===== config.mk =====
export PLATFORM = sky130hd
export DESIGN_NAME = cspi_div
export DESIGN_NICKNAME = d
export VERILOG_FILES = /design/src/rtl/core/cspi_pkg.sv /design/src/rtl/core/cspi_div.sv
export SDC_FILE = /design/constraint.sdc
export NUM_CORES = 1
export LEC_CHECK = 0
export BUFFER_PORTS_ARGS = -buffer_cell sky130_fd_sc_hd__buf_2
export CAP_MARGIN = 40
export CORE_ASPECT_RATIO = 1.25
export CORE_MARGIN = 8
export CORE_UTILIZATION = 50
export CTS_CLUSTER_SIZE = 40
export DETAILED_ROUTE_END_ITERATION = 10
export PLACE_DENSITY = 0.77
export SLEW_MARGIN = 20
export SYNTH_ARGS = -nofsm -noshare
export SYNTH_HDL_FRONTEND = slang
export SYNTH_SLANG_ARGS = --single-unit
export TNS_END_PERCENT = 30

===== constraint.sdc =====
create_clock -name clk -period 3.65 [get_ports clk]
set_input_delay 0.5475 -clock clk [delete_from_list [all_inputs] [get_ports clk]]
set_output_delay 0.5475 -clock clk [all_outputs]
set_load 0.005 [all_outputs]

===== src/rtl/core/cspi_pkg.sv =====
// ----------------------------------------------------------------------------
// cspi_pkg: shared types and constants of the PI clock servo
// Item layouts, register indexes, mode codes and fixed-point constants.
// ----------------------------------------------------------------------------
package cspi_pkg;

    localparam int TIME_W    = 64;
    localparam int FRAC_BITS = 40;
    localparam int RATIO_W   = FRAC_BITS + 2;
    localparam int ERR_W     = 48;
    localparam int PROD_W    = 2 * TIME_W;
    localparam int GAIN_W    = 24;
    localparam int WEIGHT_W  = 16;
    localparam int LIMIT_W   = 41;
    localparam int CFG_IDX_W = 3;
    localparam int MODE_W    = 2;

    // register indexes of the configuration port
    localparam logic [CFG_IDX_W-1:0] REG_PROP_GAIN     = 3'd0;
    localparam logic [CFG_IDX_W-1:0] REG_INTEG_GAIN    = 3'd1;
    localparam logic [CFG_IDX_W-1:0] REG_SMOOTH_WEIGHT = 3'd2;
    localparam logic [CFG_IDX_W-1:0] REG_INTEG_LIMIT   = 3'd3;
    localparam logic [CFG_IDX_W-1:0] REG_CORR_LIMIT    = 3'd4;

    // operation selector
    localparam logic [MODE_W-1:0] MODE_SAMPLE  = 2'd0;
    localparam logic [MODE_W-1:0] MODE_READ    = 2'd1;
    localparam logic [MODE_W-1:0] MODE_CONVERT = 2'd2;

    // reset values of registers and state
    localparam logic [GAIN_W-1:0]   PROP_GAIN_RST     = 24'd2516582;
    localparam logic [GAIN_W-1:0]   INTEG_GAIN_RST    = 24'd251658;
    localparam logic [WEIGHT_W-1:0] SMOOTH_WEIGHT_RST = 16'd6554;
    localparam logic [LIMIT_W-1:0]  INTEG_LIMIT_RST   = 41'd500000000;
    localparam logic [LIMIT_W-1:0]  CORR_LIMIT_RST    = 41'd5497558139;
    localparam logic [RATIO_W-1:0]  ONE_RATIO         = RATIO_W'(1) << FRAC_BITS;

    // saturation caps and divisors
    localparam logic [TIME_W-1:0] TIME_MAX  = {TIME_W{1'b1}};
    localparam logic [TIME_W-1:0] RATIO_CAP = TIME_W'({RATIO_W{1'b1}});
    localparam logic [TIME_W-1:0] ERR_CAP   = TIME_W'({ERR_W{1'b1}});
    localparam logic [TIME_W-1:0] STEP_CAP  = TIME_W'(1) << 62;
    localparam logic [TIME_W-1:0] TERM_CAP  = TIME_W'(1) << 54;
    localparam logic [TIME_W-1:0] NS_PER_S  = 64'd1000000000;
    localparam logic [TIME_W-1:0] GAIN_DIV  = NS_PER_S << GAIN_W;

    typedef struct packed {
        logic [MODE_W-1:0] mode;
        logic [TIME_W-1:0] master_time;
        logic [TIME_W-1:0] ref_time;
        logic [TIME_W-1:0] duration;
    } cspi_in_t;

    typedef struct packed {
        logic [TIME_W-1:0]  slave_time;
        logic [TIME_W-1:0]  ref_duration;
        logic [RATIO_W-1:0] rate_now;
        logic [ERR_W-1:0]   jitter_ns;
        logic [ERR_W-1:0]   max_error_ns;
        logic               applied;
    } cspi_out_t;

    // status of a sequenced arithmetic unit
    typedef struct packed {
        logic busy;
        logic done;
    } cspi_stat_t;

endpackage


===== src/rtl/core/cspi_div.sv =====
// ----------------------------------------------------------------------------
// cspi_div: bit-serial restoring divider
// Double-width dividend, single-width divisor, one quotient bit per cycle.
// ----------------------------------------------------------------------------
module cspi_div (
    input  logic                          clk,
    input  logic                          rst_n,
    input  logic                          start,
    input  logic [cspi_pkg::PROD_W-1:0]   num,
    input  logic [cspi_pkg::TIME_W-1:0]   den,
    output logic [cspi_pkg::PROD_W-1:0]   quo,
    output cspi_pkg::cspi_stat_t          stat
);
    import cspi_pkg::*;

    localparam int CNT_W = $clog2(PROD_W + 1);
    localparam logic [CNT_W-1:0] STEPS = CNT_W'(PROD_W);
    localparam logic [CNT_W-1:0] LAST  = CNT_W'(1);

    logic [PROD_W-1:0] nq_reg, nq_next;
    logic [TIME_W-1:0] rem_reg, rem_next;
    logic [TIME_W-1:0] den_reg, den_next;
    logic [CNT_W-1:0]  cnt_reg, cnt_next;
    logic              busy_reg, busy_next;
    logic              done_reg, done_next;
    logic [TIME_W:0]   shifted;
    logic [TIME_W:0]   diff;
    logic              ge;

    assign shifted = {rem_reg, nq_reg[PROD_W-1]};
    assign diff    = shifted - {1'b0, den_reg};
    assign ge      = shifted >= {1'b0, den_reg};

    always_comb
    begin
        nq_next   = nq_reg;
        rem_next  = rem_reg;
        den_next  = den_reg;
        cnt_next  = cnt_reg;
        busy_next = busy_reg;
        done_next = 1'b0;
        if (start)
        begin
            nq_next   = num;
            rem_next  = '0;
            den_next  = den;
            cnt_next  = STEPS;
            busy_next = 1'b1;
        end
        else if (busy_reg)
        begin
            // bring in the next dividend bit, subtract when it fits
            rem_next = ge ? diff[TIME_W-1:0] : shifted[TIME_W-1:0];
            nq_next  = {nq_reg[PROD_W-2:0], ge};
            cnt_next = cnt_reg - LAST;
            if (cnt_reg == LAST)
            begin
                busy_next = 1'b0;
                done_next = 1'b1;
            end
        end
    end

    always_ff @(posedge clk or negedge rst_n)
    begin
        if (!rst_n)
        begin
            cnt_reg  <= '0;
            busy_reg <= 1'b0;
            done_reg <= 1'b0;
        end
        else
        begin
            cnt_reg  <= cnt_next;
            busy_reg <= busy_next;
            done_reg <= done_next;
        end
    end

    always_ff @(posedge clk)
    begin
        nq_reg  <= nq_next;
        rem_reg <= rem_next;
        den_reg <= den_next;
    end

    assign quo       = nq_reg;
    assign stat.busy = busy_reg;
    assign stat.done = done_reg;

endmodule


==> flow_summary.toml <==
[clock_tree]
cts_tree = "built"
clk_latency_ns = 0.56
clock-root-buffer = "clkbuf_16"
clk_pin_slew_ns = 0.06
clockBufferDepth = 3
post_cts_buffers = 0
clkSinkCount = 266
cts_made_buffers = 28
h-tree-depth = 1

[sta]
finClkSkew_ns = 0.0202
min_period_ns = 3.48
finalCritPeriodShare_pct = 95.3
tightest_slew_ns = 0.827
hold_violations = 0
rsz0062_at_grt = "false"
finalSetupViolCount = 0
setup_tns_ns = 0
fmax_mhz = 288
final_max_slew_viol_count = 0
max-slew-margin-rel_pct = 44.8

[critical_path]
worstPathCellList = "inv_1 > ha_1 > nand4_1 > nor4_1 > o2111ai_1 > and3_1 > a21oi_1 > o211ai_1 > a31oi_1 > xor2_1 > mux2i_1 > o21ai_1"
crit_path_max_fanout = 8
critPathLaunch = "den_reg[17]$_DFFE_PP_"
cp.arrival_ns = 3.92
reg2reg_to = "rem_reg[55]$_SDFFE_PP0P_"
rrSetupSlack_ns = 0.17
cp.required_ns = 4.09
cpPeakStageDelay_ns = 0.45
r2r_cells = 12
reg2reg_from = "den_reg[17]$_DFFE_PP_"
cpMaxStageDelayCell = "a21oi_1"
crit_type = "reg2reg"
worst-path-buf-inv = 1
crit_path_end = "rem_reg[55]$_SDFFE_PP0P_"
crit_family = "compound AO/OA/AOI/OAI gates"
critPathCaptureType = "flip-flop"
crit_path_start_kind = "flip-flop"
critical_path_depth = 12

[routing]
drtIter0Drc = 814
drc_errors = 0
drt_wl_total_um = 42400
drt.antenna.violating_nets = 0
post_drt_wl_per_cell_um = 20.5
viasPerCell = 5.64
dr.pass1.iters = 5
vias = 11700

[global_routing]
antenna_found_initial = 14
grt_usage_pct = 23.1
grt_pass1_wl_um = 65300
grt_pass1_vias = 12200
grt_max_degree = 94
grt_overflow = 0

[power_and_ir_drop]
netSwitchingPower_uw = 2270
p_int_uw = 5840
power_density_nw_per_um2 = 458
clkPwrFrac_pct = 34.2
p_total_uw = 8110
p_seq_share_pct = 46.9
switching_share_pct = 28.0
ir_worst_vdd_mv = 0.427
combPwrFrac_pct = 18.8
p_leak_uw = 0.00755

[placement]
portBuffers = 324
placedCellCount = 2008
routabilityCongestion = 0.963
dp.final_hpwl_um = 32200

[floorplanning]
die_y_um = 209
initial_utilization_pct = 50.9
dieArea_um2 = 35600
dieWidth_um = 170
pin_count = 325
design.core.area_um2 = 29300
row_count = 70

[yosys]
synth_nets = 1605
synthArstFlopShare_pct = 3.76
syn_area_um2 = 14900
avgSynthCellArea_um2 = 11.1
synth_top_area_share_pct = 38.7
yosys_warnings = 0
yosys.area.top_type = "edfxtp_1"
ys_seq_area_share_pct = 49.0
synth-edff-count = 192
synth.distinct_cells = 80
synth_top_cells_by_area = "edfxtp_1 (39%), mux2_2 (9.8%), dfxtp_1 (8.6%)"
synth_ff_type = "edfxtp_1"
syn_inst = 1343
synth-seq-cells = 266

[cells_and_area]
synthToLayoutAreaGrowth_pct = 19.0
stdcell_count = 2067
fin_util_pct = 60.6
nets = 1905
drive_gt1_share_pct = 32.6
fillers = 2478
largest_register_ffs = 128

[min_path]
worstHoldStart = "den[11]"
hp-class = "in2reg"

[status]
outcome = "complete, no violations"

[flow_run]
max-cap-violations = 0
logic make-up (layout without fill, tap and decap cells):
kind of cell / Yosys count / after routing / synth area share (%)
muxes: 190 / 190 / 13.9
xor gates and xnor gates: 62 / 62 / 3.65
and+or+nand+nor: 298 / 298 / 9.55
adders and majority gates: 67 / 67 / 5.68
buffers and inverters: 156 / 478 / 4.90
AOI/OAI and AO/OA: 304 / 304 / 13.3
other: 0 / 6 / 0
DFF: 266 / 266 / 49.0
Yosys cell counts, types with 12 or more instances:
cell,number
a211oi_1,47
a21o_1,27
a21oi_1,80
buf_2,12
clkbuf_1,48
dfxtp_1,64
edfxtp_1,192
ha_1,66
inv_1,79
mux2_2,129
mux2i_1,60
nand2_1,87
nand3_1,16
nand4_1,20
nor2_1,101
o21ai_0,51
o21ai_1,20
xnor2_1,35
xor2_1,27
area by class of cell:
class	count	area [um^2]	area share (%)
Tap cell	396	495	2.80
Timing Repair Buffer	346	1860	10.5
Clock inverter	17	124	0.699
Sequential cell	266	7300	41.2
Clock buffer	35	748	4.22
Inverter	80	304	1.72
Antenna cell	6	15.0	0.0848
Multi-Input combinational cell	921	6870	38.8
repair_timing:
action                     in CTS  in global routing
resized for setup               0                  6
hold buffers                    1                  0
setup endpoints to repair       0                  8
hold endpoints to repair       10                  0
layer usage:
layer / GRT usage, % / routed length [um]
met2: 40.7 / 21100
met4: 9.91 / 1790
met1: 24.7 / 15600
met5: 0 / 64
met3: 7.81 / 3850
worst register-to-register path, stage by stage (launching register included):
cell       delay [ns]
edfxtp_1         0.32
inv_1            0.04
ha_1             0.41
nand4_1          0.23
nor4_1           0.35
o2111ai_1        0.18
and3_1           0.29
a21oi_1          0.45
o211ai_1         0.21
a31oi_1          0.45
xor2_1           0.13
mux2i_1          0.23
o21ai_1          0.08
power groups by stage:
stage                     clock network [uW]  logic, uW  registers (uW)
after floorplan                            0        919            3830
after global placement                     0       1480            3860
after detailed placement                   0       1520            3870
after global routing                    2940       1680            3850
final                                   2780       1530            3810
after CTS                               2850       1530            3810
through the flow:
stage               hold WS [ns]  setup slack [ns]  cell area, um^2
global placement           0.411             0.257            16800
global route               0.136           0.00617            17700
CTS                        0.129             0.181            17700
finish                     0.159             0.172            17700
detailed placement         0.417             0.223            16800
floorplan                  0.252             0.157            14900
placed cells by master, fill, tap and decap left out, types with 4 or more instances in the layout:
| cell | count |
|---|---|
| a211oi_1 | 47 |
| a21boi_0 | 6 |
| a21o_1 | 27 |
| a21oi_1 | 80 |
| a221oi_1 | 6 |
| a31oi_1 | 6 |
| and2_1 | 4 |
| and3_1 | 8 |
| buf_2 | 323 |
| buf_4 | 17 |
| clkbuf_1 | 6 |
| clkbuf_16 | 29 |
| clkinv_2 | 8 |
| dfrtp_1 | 9 |
| dfxtp_1 | 64 |
| diode_2 | 6 |
| edfxtp_1 | 192 |
| ha_1 | 61 |
| ha_2 | 5 |
| inv_1 | 78 |
| mux2_2 | 129 |
| mux2i_1 | 60 |
| nand2_1 | 87 |
| nand2b_1 | 11 |
| nand3_1 | 16 |
| nand4_1 | 20 |
| nor2_1 | 101 |
| nor2b_1 | 10 |
| nor3_1 | 10 |
| nor4_1 | 5 |
| o211ai_1 | 6 |
| o21a_1 | 5 |
| o21ai_0 | 51 |
| o21ai_1 | 20 |
| o21bai_1 | 10 |
| o31a_1 | 7 |
| o31ai_1 | 7 |
| xnor2_1 | 35 |
| xor2_1 | 27 |
how the worst min path moves through the flow:
stage                             endpoint  slack, ns  cells after the start
floorplan               busy_reg$_DFF_PN0_       0.25                      0
global placement    cnt_reg[6]$_DFFE_PN0P_       0.41                      1
detailed placement  cnt_reg[5]$_DFFE_PN0P_       0.42                      1
global route         den_reg[51]$_DFFE_PP_       0.14                      1
CTS                  den_reg[36]$_DFFE_PP_       0.13                      1
finish               den_reg[11]$_DFFE_PP_       0.16                      1
No activity file was read; power rests on OpenSTA's default activity.
