**config.mk**
```make
export PLATFORM = sky130hd
export DESIGN_NAME = cspi_mul
export DESIGN_NICKNAME = d
export VERILOG_FILES = /design/src/rtl/core/cspi_pkg.sv /design/src/rtl/core/cspi_mul.sv
export SDC_FILE = /design/constraint.sdc
export NUM_CORES = 1
export LEC_CHECK = 0
export BUFFER_PORTS_ARGS = -buffer_cell sky130_fd_sc_hd__buf_2
export CORE_MARGIN = 2
export CORE_UTILIZATION = 59
export CTS_CLUSTER_SIZE = 30
export DETAILED_ROUTE_END_ITERATION = 10
export PLACE_DENSITY_LB_ADDON = 0.25
export SLEW_MARGIN = 40
export SYNTH_ARGS = -nofsm -noshare
export SYNTH_HDL_FRONTEND = slang
export SYNTH_SLANG_ARGS = --single-unit
```
**constraint.sdc**
```tcl
create_clock -name clk -period 9 [get_ports clk]
set_input_delay 1.8 -clock clk [delete_from_list [all_inputs] [get_ports clk]]
set_output_delay 1.8 -clock clk [all_outputs]
set_load 0.01 [all_outputs]
```
**src/rtl/core/cspi_pkg.sv**
```systemverilog
// ----------------------------------------------------------------------------
// cspi_pkg: shared types and constants of the PI clock servo
// Item layouts, register indexes, mode codes and fixed-point constants.
// ----------------------------------------------------------------------------
package cspi_pkg;

    localparam int TIME_W    = 64;
    localparam int FRAC_BITS = 40;
    localparam int RATIO_W   = FRAC_BITS + 2;
    localparam int ERR_W     = 48;
    localparam int PROD_W    = 2 * TIME_W;
    localparam int GAIN_W    = 24;
    localparam int WEIGHT_W  = 16;
    localparam int LIMIT_W   = 41;
    localparam int CFG_IDX_W = 3;
    localparam int MODE_W    = 2;

    // register indexes of the configuration port
    localparam logic [CFG_IDX_W-1:0] REG_PROP_GAIN     = 3'd0;
    localparam logic [CFG_IDX_W-1:0] REG_INTEG_GAIN    = 3'd1;
    localparam logic [CFG_IDX_W-1:0] REG_SMOOTH_WEIGHT = 3'd2;
    localparam logic [CFG_IDX_W-1:0] REG_INTEG_LIMIT   = 3'd3;
    localparam logic [CFG_IDX_W-1:0] REG_CORR_LIMIT    = 3'd4;

    // operation selector
    localparam logic [MODE_W-1:0] MODE_SAMPLE  = 2'd0;
    localparam logic [MODE_W-1:0] MODE_READ    = 2'd1;
    localparam logic [MODE_W-1:0] MODE_CONVERT = 2'd2;

    // reset values of registers and state
    localparam logic [GAIN_W-1:0]   PROP_GAIN_RST     = 24'd2516582;
    localparam logic [GAIN_W-1:0]   INTEG_GAIN_RST    = 24'd251658;
    localparam logic [WEIGHT_W-1:0] SMOOTH_WEIGHT_RST = 16'd6554;
    localparam logic [LIMIT_W-1:0]  INTEG_LIMIT_RST   = 41'd500000000;
    localparam logic [LIMIT_W-1:0]  CORR_LIMIT_RST    = 41'd5497558139;
    localparam logic [RATIO_W-1:0]  ONE_RATIO         = RATIO_W'(1) << FRAC_BITS;

    // saturation caps and divisors
    localparam logic [TIME_W-1:0] TIME_MAX  = {TIME_W{1'b1}};
    localparam logic [TIME_W-1:0] RATIO_CAP = TIME_W'({RATIO_W{1'b1}});
    localparam logic [TIME_W-1:0] ERR_CAP   = TIME_W'({ERR_W{1'b1}});
    localparam logic [TIME_W-1:0] STEP_CAP  = TIME_W'(1) << 62;
    localparam logic [TIME_W-1:0] TERM_CAP  = TIME_W'(1) << 54;
    localparam logic [TIME_W-1:0] NS_PER_S  = 64'd1000000000;
    localparam logic [TIME_W-1:0] GAIN_DIV  = NS_PER_S << GAIN_W;

    typedef struct packed {
        logic [MODE_W-1:0] mode;
        logic [TIME_W-1:0] master_time;
        logic [TIME_W-1:0] ref_time;
        logic [TIME_W-1:0] duration;
    } cspi_in_t;

    typedef struct packed {
        logic [TIME_W-1:0]  slave_time;
        logic [TIME_W-1:0]  ref_duration;
        logic [RATIO_W-1:0] rate_now;
        logic [ERR_W-1:0]   jitter_ns;
        logic [ERR_W-1:0]   max_error_ns;
        logic               applied;
    } cspi_out_t;

    // status of a sequenced arithmetic unit
    typedef struct packed {
        logic busy;
        logic done;
    } cspi_stat_t;

endpackage

```
**src/rtl/core/cspi_mul.sv**
```systemverilog
// ----------------------------------------------------------------------------
// cspi_mul: bit-serial unsigned multiplier
// Shift-add, one multiplier bit per cycle; full double-width product.
// ----------------------------------------------------------------------------
module cspi_mul (
    input  logic                          clk,
    input  logic                          rst_n,
    input  logic                          start,
    input  logic [cspi_pkg::TIME_W-1:0]   a,
    input  logic [cspi_pkg::TIME_W-1:0]   b,
    output logic [cspi_pkg::PROD_W-1:0]   product,
    output cspi_pkg::cspi_stat_t          stat
);
    import cspi_pkg::*;

    localparam int CNT_W = $clog2(TIME_W + 1);
    localparam logic [CNT_W-1:0] STEPS = CNT_W'(TIME_W);
    localparam logic [CNT_W-1:0] LAST  = CNT_W'(1);

    logic [TIME_W-1:0] hi_reg, hi_next;
    logic [TIME_W-1:0] lo_reg, lo_next;
    logic [TIME_W-1:0] a_reg, a_next;
    logic [CNT_W-1:0]  cnt_reg, cnt_next;
    logic              busy_reg, busy_next;
    logic              done_reg, done_next;
    logic [TIME_W:0]   sum;

    assign sum = {1'b0, hi_reg} + (lo_reg[0] ? {1'b0, a_reg} : {(TIME_W + 1){1'b0}});

    always_comb
    begin
        hi_next   = hi_reg;
        lo_next   = lo_reg;
        a_next    = a_reg;
        cnt_next  = cnt_reg;
        busy_next = busy_reg;
        done_next = 1'b0;
        if (start)
        begin
            hi_next   = '0;
            lo_next   = b;
            a_next    = a;
            cnt_next  = STEPS;
            busy_next = 1'b1;
        end
        else if (busy_reg)
        begin
            // add, then shift the partial product one place right
            hi_next  = sum[TIME_W:1];
            lo_next  = {sum[0], lo_reg[TIME_W-1:1]};
            cnt_next = cnt_reg - LAST;
            if (cnt_reg == LAST)
            begin
                busy_next = 1'b0;
                done_next = 1'b1;
            end
        end
    end

    always_ff @(posedge clk or negedge rst_n)
    begin
        if (!rst_n)
        begin
            cnt_reg  <= '0;
            busy_reg <= 1'b0;
            done_reg <= 1'b0;
        end
        else
        begin
            cnt_reg  <= cnt_next;
            busy_reg <= busy_next;
            done_reg <= done_next;
        end
    end

    always_ff @(posedge clk)
    begin
        hi_reg <= hi_next;
        lo_reg <= lo_next;
        a_reg  <= a_next;
    end

    assign product   = {hi_reg, lo_reg};
    assign stat.busy = busy_reg;
    assign stat.done = done_reg;

endmodule

```
==> flow_metrics.env, run 1 <==
export IMPL_routed_wl_um=28150
export IMPL_p_leak_nw=6.259
export IMPL_start_kind="register"
export IMPL_placed_cells=1542
export IMPL_areaGrowthSynthToFinish_pct=19.61
export IMPL_chipWidth_um=142.9
export IMPL_antenna_left=0
export IMPL_htreeDepth=1
export IMPL_firstDrtPassIters=5
export IMPL_rsz0062_at_grt="no"
export IMPL_dp_slack_ns=5.043
export IMPL_async_reset_ff_frac=0.04478
export IMPL_synthesis_nets=1265
export IMPL_cellPowerDensity_nw_per_um2=263.4
export IMPL_vias_per_cell=5.729
export IMPL_grt_overflow_total=0
export IMPL_min_path_type="reg -> reg"
export IMPL_worst_setup_path_type="reg -> reg"
export IMPL_gp_congestion=0.9127
export IMPL_grt_pass1_wl_um=44080
export IMPL_wl_per_cell_um=17.71
export IMPL_rows=50
export IMPL_clock_sinks=201
export IMPL_io_pins=261
export IMPL_fp_coreArea_sq_um=18830
export IMPL_post_cts_buffers=0
export IMPL_cp_max_fo=25
export IMPL_syn_avg_cell_area_sq_um=10.66
export IMPL_insertion_delay_ns=0.51
export IMPL_slew_viol_final=0
export IMPL_synthFlopType="edfxtp_1"
export IMPL_fin_skew_ns=0.02148
export IMPL_worst_endpoint_required_ns=9.36
export IMPL_synth_distinct_cells=72
export IMPL_final_util=0.7226
export IMPL_netlist_area_sq_um=11380
export IMPL_fill_cells=1369
export IMPL_setup_viol=0
export IMPL_max_cap_violations=0
export IMPL_fin_cells=1589
export IMPL_io_buffers=260
export IMPL_grt_antenna_before_repair=4
export IMPL_fmax_mhz=278.1
export IMPL_maxSlewHeadroom=0.4391
export IMPL_postCtsHoldBufs=0
export IMPL_start_util=0.6041
export IMPL_cts_tree="yes"
export IMPL_drt_iter0_markers=722
export IMPL_ys_ff_latch=201
export IMPL_outcome="completed"
export IMPL_holdWs_ns=0.4905
export IMPL_cp_arrival_ns=3.96
export IMPL_synth_edff_count=128
export IMPL_report_final_hold_viol_count=0
export IMPL_setup_slack_ns=5.404
export IMPL_cts_resized=0
export IMPL_cts_root_buf="clkbuf_16"
export IMPL_syn_inst=1067
export IMPL_max_clock_path_buffers=3
export IMPL_fin_crit_ns=3.596
export IMPL_yosysSeqAreaShare=0.4703
export IMPL_finalNetCount=1506
export IMPL_chipHeight_um=142.9
export IMPL_clk_pin_slew_ns=0.06
export IMPL_grt_max_degree=71
export IMPL_yosys_warnings=0
export IMPL_worst_setup_path_end_kind="register"
export IMPL_period_share=0.3996
export IMPL_drc=0
export IMPL_grt_usage=0.2684
export IMPL_die_area_sq_um=20410
export IMPL_drive_above_1_share=0.2974
export IMPL_max_slew_worst_pin_slew_ns=0.8413
export IMPL_grt_pass1_vias=8802
export IMPL_num_vias=9104
export IMPL_dp_hpwl_um=20840
export IMPL_ir_drop_mv=0.1790
export IMPL_tns_ns=0
export IMPL_cts_buffers=23
metrics by stage:
step,cell area (sq um),power (mW)
after floorplan,11380,2.254
after global placement,12830,2.636
after detailed placement,12840,2.662
after CTS,13580,3.592
after global routing,13600,3.795
final,13610,3.584
cell usage in the layout, fill, tap and decap left out, drive strengths merged, types with 4 or more instances in the layout:
cell type,netlist,final
buf,17,266
edfxtp,128,128
nand2,91,91
nor2,86,86
a21oi,78,78
and2,67,67
ha,66,66
mux2,64,64
dfxtp,64,64
o21ai,61,61
a21o,37,37
mux2i,36,36
xnor2,34,34
xor2,31,31
clkbuf,33,27
inv,17,18
nand4,16,16
o21bai,13,13
nand3,13,13
a211oi,12,12
nor3,11,11
clkinv,0,11
nor2b,9,9
a31oi,9,9
dfrtp,9,9
and3,6,6
o211ai,6,6
o31ai,6,6
diode,0,4
o221ai,4,4
nand2b,4,4
a221oi,4,4
where the power goes:
part	leakage [nW]	switching, mW	internal (mW)
combinational	3.95	0.777	0.562
sequential	1.94	0.146	1.18
clock	0.364	0.365	0.554
path summary, 6_finish.rpt:
kind / start / to / slack (ns) / depth (start not counted)
hold reg to reg: hi_reg[50] / hi_reg[50] / 0.49 / 2
min in group asynchronous: rst_n / done_reg / 1.14 / 1
hold / removal: hi_reg[50] / hi_reg[50] / 0.49 / 2
max in group asynchronous: rst_n / busy_reg / 7.66 / 1
setup reg to reg: lo_reg[0] / hi_reg[34] / 5.40 / 13
setup / recovery: lo_reg[0] / hi_reg[34] / 5.40 / 13
synth_stat cells (5+ instances only):
library cell / n / share of area
edfxtp_1: 128 / 0.34
nand2_1: 91 / 0.030
nor2_1: 86 / 0.028
a21oi_1: 73 / 0.032
and2_1: 66 / 0.036
ha_1: 66 / 0.073
dfxtp_1: 64 / 0.11
mux2_2: 64 / 0.063
o21ai_0: 49 / 0.022
a21o_1: 37 / 0.024
mux2i_1: 36 / 0.032
xnor2_1: 34 / 0.026
clkbuf_1: 31 / 0.010
xor2_1: 31 / 0.024
inv_1: 17 / 0.0056
nand4_1: 14 / 0.0077
o21bai_1: 13 / 0.0086
nand3_1: 11 / 0.0048
a211oi_1: 10 / 0.0066
nor3_1: 10 / 0.0044
o21ai_1: 10 / 0.0044
buf_2: 9 / 0.0040
dfrtp_1: 9 / 0.020
nor2b_1: 9 / 0.0049
a31oi_1: 8 / 0.0044
and3_1: 6 / 0.0033
o211ai_1: 5 / 0.0033
final cells by class:
class / count / area [sq um] / share of cell area
Multi-Input combinational cell: 799 / 5756 / 0.4230
Sequential cell: 201 / 5351 / 0.3933
Timing Repair Buffer: 266 / 1364 / 0.1002
Clock buffer: 27 / 590.6 / 0.04340
Tap cell: 260 / 325.3 / 0.02391
Clock inverter: 15 / 146.4 / 0.01076
Inverter: 17 / 63.81 / 0.004690
Antenna cell: 4 / 10.01 / 0.0007356
routing by layer:
layer / wire length (um) / GRT usage / share of wire / vias up
met2: 13390 / 0.4408 / 0.48 / 413
met5: 11 / 0 / 0.00039 / -
met3: 2216 / 0.06036 / 0.079 / 52
met1: 11760 / 0.3572 / 0.42 / 4253
met4: 773 / 0.08077 / 0.027 / 2
li1: - / - / - / 4384
logic make-up (layout without fill, tap and decap cells):
kind of cell               after synthesis  in the layout  share of synthesized area
xor gates and xnor gates                65             65                    0.05004
adders and majority gates               67             67                    0.07435
DFF                                    201            201                     0.4703
muxes                                  100            100                    0.09503
AOI/OAI and AO/OA                      249            249                     0.1460
and+or+nand+nor                        318            318                     0.1397
other                                    0              4                          0
buffers and inverters                   67            325                    0.02464
worst max-delay path: stages, from the launching register on:
cell	delay, ns
edfxtp_1	0.51
buf_6	0.22
and2_1	0.15
ha_1	0.36
and2_4	0.19
a221oi_4	0.31
a21oi_2	0.14
o21ai_1	0.25
o21bai_1	0.14
a21oi_1	0.45
o31ai_2	0.18
a21oi_1	0.28
xor2_1	0.18
o21ai_1	0.07
Note: power is estimated with default switching activity, not from simulation.
==> run 2: changes to the inputs <==
--- a/config.mk
+++ b/config.mk
@@ -5,9 +5,10 @@
 export SDC_FILE = /design/constraint.sdc
 export NUM_CORES = 1
 export LEC_CHECK = 0
+export ABC_AREA = 1
 export BUFFER_PORTS_ARGS = -buffer_cell sky130_fd_sc_hd__buf_2
 export CORE_MARGIN = 2
-export CORE_UTILIZATION = 59
+export CORE_UTILIZATION = 51
 export CTS_CLUSTER_SIZE = 30
 export DETAILED_ROUTE_END_ITERATION = 10
 export PLACE_DENSITY_LB_ADDON = 0.25
==> constraint.sdc (replaced) <==
create_clock -name clk -period 3 [get_ports clk]
set_input_delay 0.6 -clock clk [delete_from_list [all_inputs] [get_ports clk]]
set_output_delay 0.6 -clock clk [all_outputs]
set_load 0.01 [all_outputs]
==> flow_metrics.env, run 2 <==
export IMPL_final_common_cell="nand2_1"
export IMPL_gp_congestion=0.9882
export IMPL_fin_cells=2648
export IMPL_synth_top_area_cell="edfxtp_1"
export IMPL_cts_tree="yes"
export IMPL_start_kind="register"
export IMPL_grt_use_met1=0.4100
export IMPL_design_area_sq_um=15930
export IMPL_start_util=0.5174
export IMPL_cts_root_buf="clkbuf_16"
export IMPL_synth_top_cell_area_share=0.2859
export IMPL_antenna_left=0
export IMPL_cellPowerDensity_nw_per_um2=560.3
export IMPL_firstDrtPassIters=6
export IMPL_grt_met3_usage=0.04314
export IMPL_syn_avg_cell_area_sq_um=6.623
export IMPL_critical_path_top_delay_family="simple AND/OR/NAND/NOR gates"
export IMPL_grt_usage=0.2922
export IMPL_fmax_mhz=367.5
export IMPL_tns_ns=0
export IMPL_rr_endpoint="hi_reg[23]"
export IMPL_report_final_hold_viol_count=0
export IMPL_busiest_layer="met2"
export IMPL_dp_hpwl_um=32660
export IMPL_yosys_warnings=0
export IMPL_final_cell_mix="nand2_1, inv_1, buf_2"
export IMPL_ff2ff_path_depth=13
export IMPL_period_share=0.9070
export IMPL_cp_max_fo=28
export IMPL_die_area_sq_um=27680
export IMPL_timing_rr_start="lo_reg[0]"
export IMPL_chipWidth_um=166.4
export IMPL_areaGrowthSynthToFinish_pct=18.51
export IMPL_num_vias=13040
export IMPL_routed_wl_um=41090
export IMPL_grt_pass1_vias=12350
export IMPL_maxSlewHeadroom=0.4919
export IMPL_worst_setup_path_type="reg -> reg"
export IMPL_insertion_delay_ns=0.55
export IMPL_synthesis_nets=2228
export IMPL_vias_per_cell=4.926
export IMPL_io_buffers=260
export IMPL_fin_skew_ns=0.01639
export IMPL_crit_path_frequent_cell="nand2_1"
export IMPL_htreeDepth=1
export IMPL_clk_pin_slew_ns=0.06
export IMPL_yosysSeqAreaShare=0.3979
export IMPL_hold_start="a[57]"
export IMPL_finalNetCount=2493
export IMPL_rows=59
export IMPL_fp_coreArea_sq_um=25980
export IMPL_max_clock_path_buffers=3
export IMPL_holdPathEnd="a_reg[57]"
export IMPL_grt_use_met2=0.4714
export IMPL_cts_buffers=24
export IMPL_grt_pass1_wl_um=64910
export IMPL_netlist_area_sq_um=13450
export IMPL_ys_ff_latch=201
export IMPL_cp_arrival_ns=3.13
export IMPL_yosysMostFrequentCell="nand2_1"
export IMPL_rsz0062_at_grt="no"
export IMPL_grt_max_degree=62
export IMPL_multi_input_area_sq_um=6474
export IMPL_placed_area_sq_um=15160
export IMPL_reg2reg_setup_slack_ns=0.28
export IMPL_hold_path_depth=1
export IMPL_synthFlopType="edfxtp_1"
export IMPL_drc=0
export IMPL_grt_antenna_before_repair=0
export IMPL_setup_viol=0
export IMPL_chipHeight_um=166.4
export IMPL_async_reset_ff_frac=0.04478
export IMPL_outcome="completed"
export IMPL_io_pins=261
export IMPL_ff_latch_area_sq_um=5350
export IMPL_p_leak_nw=9.383
export IMPL_crit_buf_inv=2
export IMPL_ir_drop_mv=0.5162
export IMPL_fin_crit_ns=2.721
export IMPL_syn_inst=2030
export IMPL_post_cts_buffers=0
export IMPL_max_cap_violations=0
export IMPL_synth_edff_count=128
export IMPL_worst_endpoint_required_ns=3.41
export IMPL_grt_overflow_total=0
export IMPL_ys_top_cells_by_count="nand2_1, inv_1, edfxtp_1"
export IMPL_wl_per_cell_um=15.52
export IMPL_path_cells="buf_4 > nand2_1 > inv_1 > ha_1 > fa_1 > nand3_1 > nand3_2 > nand2_1 > nand2_2 > nand2_1 > nand3_2 > o21ai_1 > nand2_1"
export IMPL_max_slew_worst_pin_slew_ns=0.7621
export IMPL_diodes=0
export IMPL_slew_viol_final=0
export IMPL_synth_distinct_cells=36
export IMPL_fill_cells=2510
export IMPL_synth_area_leaders="edfxtp_1, nand2_1, inv_1, dfxtp_1, ha_1"
export IMPL_drt_iter0_markers=1144
export IMPL_min_path_type="in -> reg"
export IMPL_placed_cells=2603
export IMPL_worst_setup_path_end_kind="register"
export IMPL_clock_sinks=201
export IMPL_slowest_stage="fa_1"
export IMPL_max_stage_delay_ns=0.45
export IMPL_drive_above_1_share=0.1673
[run 2: cell count changes in the layout (fill, tap and decap cells not counted), sizes merged, moves of 36 or more]
cell | previous run | this run
a21o | 37 | 0
and2 | 67 | 0
inv | 18 | 394
mux2 | 64 | 0
mux2i | 36 | 0
nand2 | 91 | 959
nand3 | 13 | 89
[run 2: logic make-up (layout without fill, tap and decap cells)]
| family | Yosys count | count (layout) | synth area share |
|---|---|---|---|
| simple gates | 1213 | 1213 | 0.3701 |
| fa+ha+maj | 67 | 67 | 0.06291 |
| flops | 201 | 201 | 0.3979 |
| buf+inv | 431 | 714 | 0.1213 |
| compound gates | 115 | 115 | 0.04579 |
| xor+xnor | 3 | 3 | 0.001955 |
[run 2: layout make-up]
cell class | count | area share
repair buffers | 276 | 0.09109
clock buffers | 33 | 0.04107
flip-flops and latches | 201 | 0.3358
multi-input cells | 1398 | 0.4063
clock inverters | 11 | 0.006675
well taps | 335 | 0.02631
inverters | 394 | 0.09282
[run 2: worst max-delay path by stage]
stage / startpoint / endpoint / slack (ns) / depth (start not counted)
2_1_floorplan: start / lo_reg[0] / 0.61 / 2
3_3_place_gp: lo_reg[0] / hi_reg[23] / 0.24 / 13
3_5_place_dp: lo_reg[0] / hi_reg[23] / 0.15 / 13
4_1_cts: lo_reg[0] / hi_reg[23] / 0.13 / 13
5_1_grt: lo_reg[0] / hi_reg[62] / 0.06 / 16
6_report: lo_reg[0] / hi_reg[23] / 0.28 / 13
[run 2: per-layer routing]
layer | part of all wire | routed length [um] | up-vias
met4 | 0.027 | 1129 | 0
met3 | 0.072 | 2953 | 60
met5 | 0 | 0 | -
met1 | 0.45 | 18640 | 5786
li1 | - | - | 6714
met2 | 0.45 | 18370 | 484
[run 2: stage by stage]
step           setup slack, ns  hold slack, ns    util  total power, mW
3_3_place_gp            0.2365          0.4570  0.5835            6.073
6_report                0.2790          0.2230  0.6132            8.927
4_1_cts                 0.1331          0.2091  0.6132            8.982
2_1_floorplan           0.6117          0.3044       -            5.156
5_1_grt                0.06483          0.2153  0.6132            9.407
3_5_place_dp            0.1458          0.4623  0.5835            6.114
[run 2: timing repair]
item,CTS,global route
gates resized for setup,0,1
endpoints found under the hold margin,9,0
hold buffers,1,0
setup endpoints to repair,0,1
[run 2: worst reg2reg max path, delay by kind of cell, from the launching register on]
kind                     cells  cell delay [ns]
AND/OR/NAND/NOR              8             0.81
adder cells (fa/ha/maj)      2             0.68
AO/OA/AOI/OAI                1             0.37
flip-flops                   1             0.43
buffers and inverters        2             0.30
[run 2: where the power goes]
group / leakage (nW) / switching (mW) / internal [mW]
clock: 0.367 / 1.21 / 1.62
combinational: 7.05 / 1.60 / 0.884
sequential: 1.97 / 0.275 / 3.33
total: 9.38 / 3.09 / 5.84
